--- config.mk ---
export PLATFORM = sky130hd
export DESIGN_NAME = knn_sel_cell
export DESIGN_NICKNAME = d
export VERILOG_FILES = /design/src/design/knn_sel_pkg.sv /design/src/design/knn_sel_cell.sv
export SDC_FILE = /design/constraint.sdc
export NUM_CORES = 1
export LEC_CHECK = 0
export ABC_AREA = 0
export BUFFER_PORTS_ARGS = -buffer_cell sky130_fd_sc_hd__buf_2
export CORE_AREA = 10 10 83 103
export CTS_BUF_LIST = sky130_fd_sc_hd__clkbuf_16
export DETAILED_ROUTE_END_ITERATION = 16
export DIE_AREA = 0 0 93 113
export HOLD_SLACK_MARGIN = 0.06
export PLACE_DENSITY = 0.72
export REMOVE_ABC_BUFFERS = 1
export SLEW_MARGIN = 20
export SYNTH_ARGS = -nofsm -noshare
export SYNTH_HDL_FRONTEND = slang
export SYNTH_SLANG_ARGS = --single-unit
--- constraint.sdc ---
create_clock -name i_clk -period 2.9 [get_ports i_clk]
set_input_delay 0.145 -clock i_clk [delete_from_list [all_inputs] [get_ports i_clk]]
set_output_delay 0.145 -clock i_clk [all_outputs]
set_load 0.03 [all_outputs]
--- src/design/knn_sel_pkg.sv ---
// shared types and constants for the k-th nearest neighbor selector
package knn_sel_pkg;

    localparam int KnnMaxPoints = 256;
    localparam int DistBits     = 32;
    localparam int IdxBits      = 8;
    localparam int CountBits    = $clog2(KnnMaxPoints + 1);
    localparam int RankBits     = 9;

    typedef struct packed {
        logic [IdxBits-1:0]         row_index;
        logic [IdxBits-1:0]         column_index;
        logic signed [DistBits-1:0] distance;
        logic                       distance_finite;
        logic                       row_end;
    } t_knn_in;

    typedef struct packed {
        logic [IdxBits-1:0] query_row;
        logic [IdxBits-1:0] neighbor_index;
        logic               neighbor_found;
    } t_knn_out;

    // what one cell hands to the next cell up the chain
    typedef struct packed {
        logic                lt;
        logic [DistBits-1:0] dval;
        logic [IdxBits-1:0]  col;
    } t_cell_link;

    // per-cell control from the chain owner
    typedef struct packed {
        logic en;
        logic valid;
        logic in_cap;
    } t_cell_ctl;

endpackage

--- src/design/knn_sel_cell.sv ---
// one slot of the sorted insertion chain
module knn_sel_cell import knn_sel_pkg::*; (
    input  logic                i_clk,
    input  t_cell_ctl           i_ctl,
    input  logic [DistBits-1:0] i_new_dist,
    input  logic [IdxBits-1:0]  i_new_col,
    input  t_cell_link          i_prev,
    output t_cell_link          o_link
);

    logic [DistBits-1:0] r_dist;
    logic [IdxBits-1:0]  r_col;
    logic                w_before;

    // strict order: distance first, then column
    assign w_before = (i_new_dist != r_dist) ? (i_new_dist < r_dist) : (i_new_col < r_col);

    assign o_link.lt   = !i_ctl.valid || w_before;
    assign o_link.dval = r_dist;
    assign o_link.col  = r_col;

    always_ff @(posedge i_clk) begin
        if (i_ctl.en && i_ctl.in_cap) begin
            if (i_prev.lt) begin
                r_dist <= i_prev.dval;
                r_col  <= i_prev.col;
            end else if (o_link.lt) begin
                r_dist <= i_new_dist;
                r_col  <= i_new_col;
            end
        end
    end

endmodule
==> flow_summary.ini <==
[critical_path]
critPathLaunchType = register
r2r_cells = 8
path_buf_inv = 2
crit_required_ns = 2.86
endpoint_kind = register
critPathKind = reg2reg
cp_top_family = compound AO/OA/AOI/OAI gates
critPathMaxStageDelay_ns = 0.36
reg2reg_setup_slack_ns = 0.40
cpMaxStageDelayCell = nor4_2
worstPathCellList = inv_1 -> ha_1 -> nand4_2 -> nor4_2 -> a21boi_2 -> o41ai_2 -> o21bai_4 -> buf_4
cp_max_fo = 21
cp.arrival_ns = 2.46
worstReg2RegEnd = r_col[2]
r2r-start = r_dist[13]

[synth]
synth_top_area_cell = edfxtp_1
synth_cells = 237
yosys-top-cells-area = edfxtp_1 (43%), ha_1 (18%), mux2_2 (16%)
yosysSeqAreaShare_pct = 43.2
ys_warn_count = 0
ys.flop_type = edfxtp_1
ys_async_sr_fraction_pct = 0
avgSynthCellArea_um2 = 11.7
ys_types = 33
ys_ff_latch = 40
synth_top_cells_by_count = edfxtp_1 (40), inv_1 (40), ha_1 (39), mux2_2 (39), a21oi_1 (16)
syn_area_um2 = 2780
synth_enable_flop_cells = 40
synth_top_area_share_pct = 43.2

[grt]
grt_max_degree = 23
grt_pass1_vias = 2493
grt_pass1_wl_um = 11800
antenna_found_initial = 0
grtUsageTotal_pct = 13.9
overflow = 0

[layout]
regArea_um2 = 1200
nets = 491
syn2layout_area_growth_pct = 32.7
diodes = 0
layout-drive-gt1-share_pct = 50.5
fillerInstances = 615
multi_input_area_um2 = 1420

[die]
dieArea_um2 = 10500
io_pins = 126
fp-row-count = 33
initial_core_util_pct = 42.6
die_w_um = 93
dieHeight_um = 113
core_area_um2 = 6520

[hold_path]
hold_depth = 3
min_from = i_prev[8]
min_to = r_dist[0]
holdCritPathClass = in2reg

[sta]
setup_viol = 0
finalCritPeriodShare_pct = 86.2
tightest_slew_ns = 0.461
fmax_mhz = 400
drv_slew = 0
grt_setup_unrepaired = false
setup_tns_ns = 0
hold_viol = 0
relSlewSlack_pct = 69.3
fin_crit_ns = 2.50
finClkSkew_ns = 0.00524
fin_ws_ns = 0.400

[placement]
pre_cts_ws_ns = 0.389
io_buffers = 125
routabilityCongestion = 0.768
hpwl_um = 6400

[clock_tree]
hold_buffers = 0
numCtsBuffers = 5
cts_buffer_depth = 2
tritoncts = built
clk-insertion-delay-late_ns = 0.28
clk_pin_slew_ns = 0.06
root_buffer = clkbuf_16
cts.repair.resized = 0
clock-sinks = 40
htree_levels = 2
cts_post_setup_buffers_inserted = 0

[route]
postRouteAntennaNets = 0
wirelength_um = 7460
via_per_inst = 4.95
drc = 0
dr.pass1.iters = 4
wl_per_cell_um = 16.4
initialDrtViolationCount = 66
num_vias = 2251

[power]
power_density_nw_per_um2 = 504
p_leak_nw = 1.80
vdd_drop_max_mv = 0.288

[status]
status = finished clean

[job]
cap_violations = 0
final cells by class:
cell class              instances  area share (%)
clock inverters                 3            1.05
flip-flops and latches         40            32.6
repair buffers                128            17.6
inverters                      40            4.07
well taps                      87            2.95
clock buffers                   5            3.39
multi-input cells             152            38.4
how the worst max path moves through the flow:
stage          startpoint    endpoint  slack [ns]  cells past startpoint
2_1_floorplan  r_dist[14]    r_col[0]       -0.38                      7
3_3_place_gp   r_dist[31]  r_dist[30]        0.49                      8
3_5_place_dp   r_dist[31]    r_col[2]        0.39                      8
4_1_cts        r_dist[31]  r_dist[14]        0.37                      8
5_1_grt        r_dist[31]  r_dist[14]        0.24                      8
6_report       r_dist[13]    r_col[2]        0.40                      8
worst register-to-register path, delay by kind of cell, from the launching register on:
kind | cells | cell delay (ns)
adders and majority gates | 1 | 0.32
DFF | 1 | 0.34
and+or+nand+nor | 2 | 0.55
buffers and inverters | 2 | 0.35
AOI/OAI and AO/OA | 3 | 0.61
state kept, by name (all words and copies together) (netlist names):
register,cells
r_col,8
r_dist,32
routing by layer:
metal	vias to the layer above	GRT usage [%]	part of all wire (%)
met2	77	25.1	52
met1	1041	14.8	39
li1	1129	-	-
met5	-	0	0
met4	0	3.71	0.71
met3	4	4.83	8.3
cell usage in the layout, fill, tap and decap left out, drive strengths merged:
master,n
clkinv,1
o41ai,1
o21bai,1
and3,1
or2,1
o2111ai,1
nor2,4
nor3,2
o22ai,1
a2111oi,1
a21oi,17
nand2,12
a211oi,1
o211ai,1
o21a,1
a21boi,1
edfxtp,40
nand4,10
mux2,39
clkbuf,5
a22oi,1
nand3,3
o21ai,7
nor2b,1
and2,1
a221o,1
nor4,2
a21o,1
inv,41
o31a,1
buf,128
ha,39
bufinv,1
report_power, final:
group,internal [mW],total [mW],switching [mW]
Sequential,0.709,0.733,0.0238
Clock,0.401,0.620,0.219
Combinational,0.200,0.508,0.308
logic make-up (layout without fill, tap and decap cells):
logic type      Yosys count  in the layout  synth area share, %
mux                      39             39                 15.8
simple gates             37             37                 8.33
compound gates           37             37                 9.05
fa+ha+maj                39             39                 17.6
buf+inv                  45            176                 6.08
flops                    40             40                 43.2
through the flow:
step / total power, mW / hold slack, ns / instance area (um2) / utilization, % / cells
after floorplan: 1.07 / 0.332 / 2760 / - / 232
after global placement: 1.24 / 0.438 / 3530 / 54.0 / 447
after detailed placement: 1.26 / 0.438 / 3530 / 54.0 / 447
after CTS: 1.88 / 0.149 / 3690 / 56.6 / 455
after global routing: 1.96 / 0.167 / 3690 / 56.6 / 455
final: 1.86 / 0.151 / 3690 / 56.6 / 455
Power figures use the tool's default switching activity.
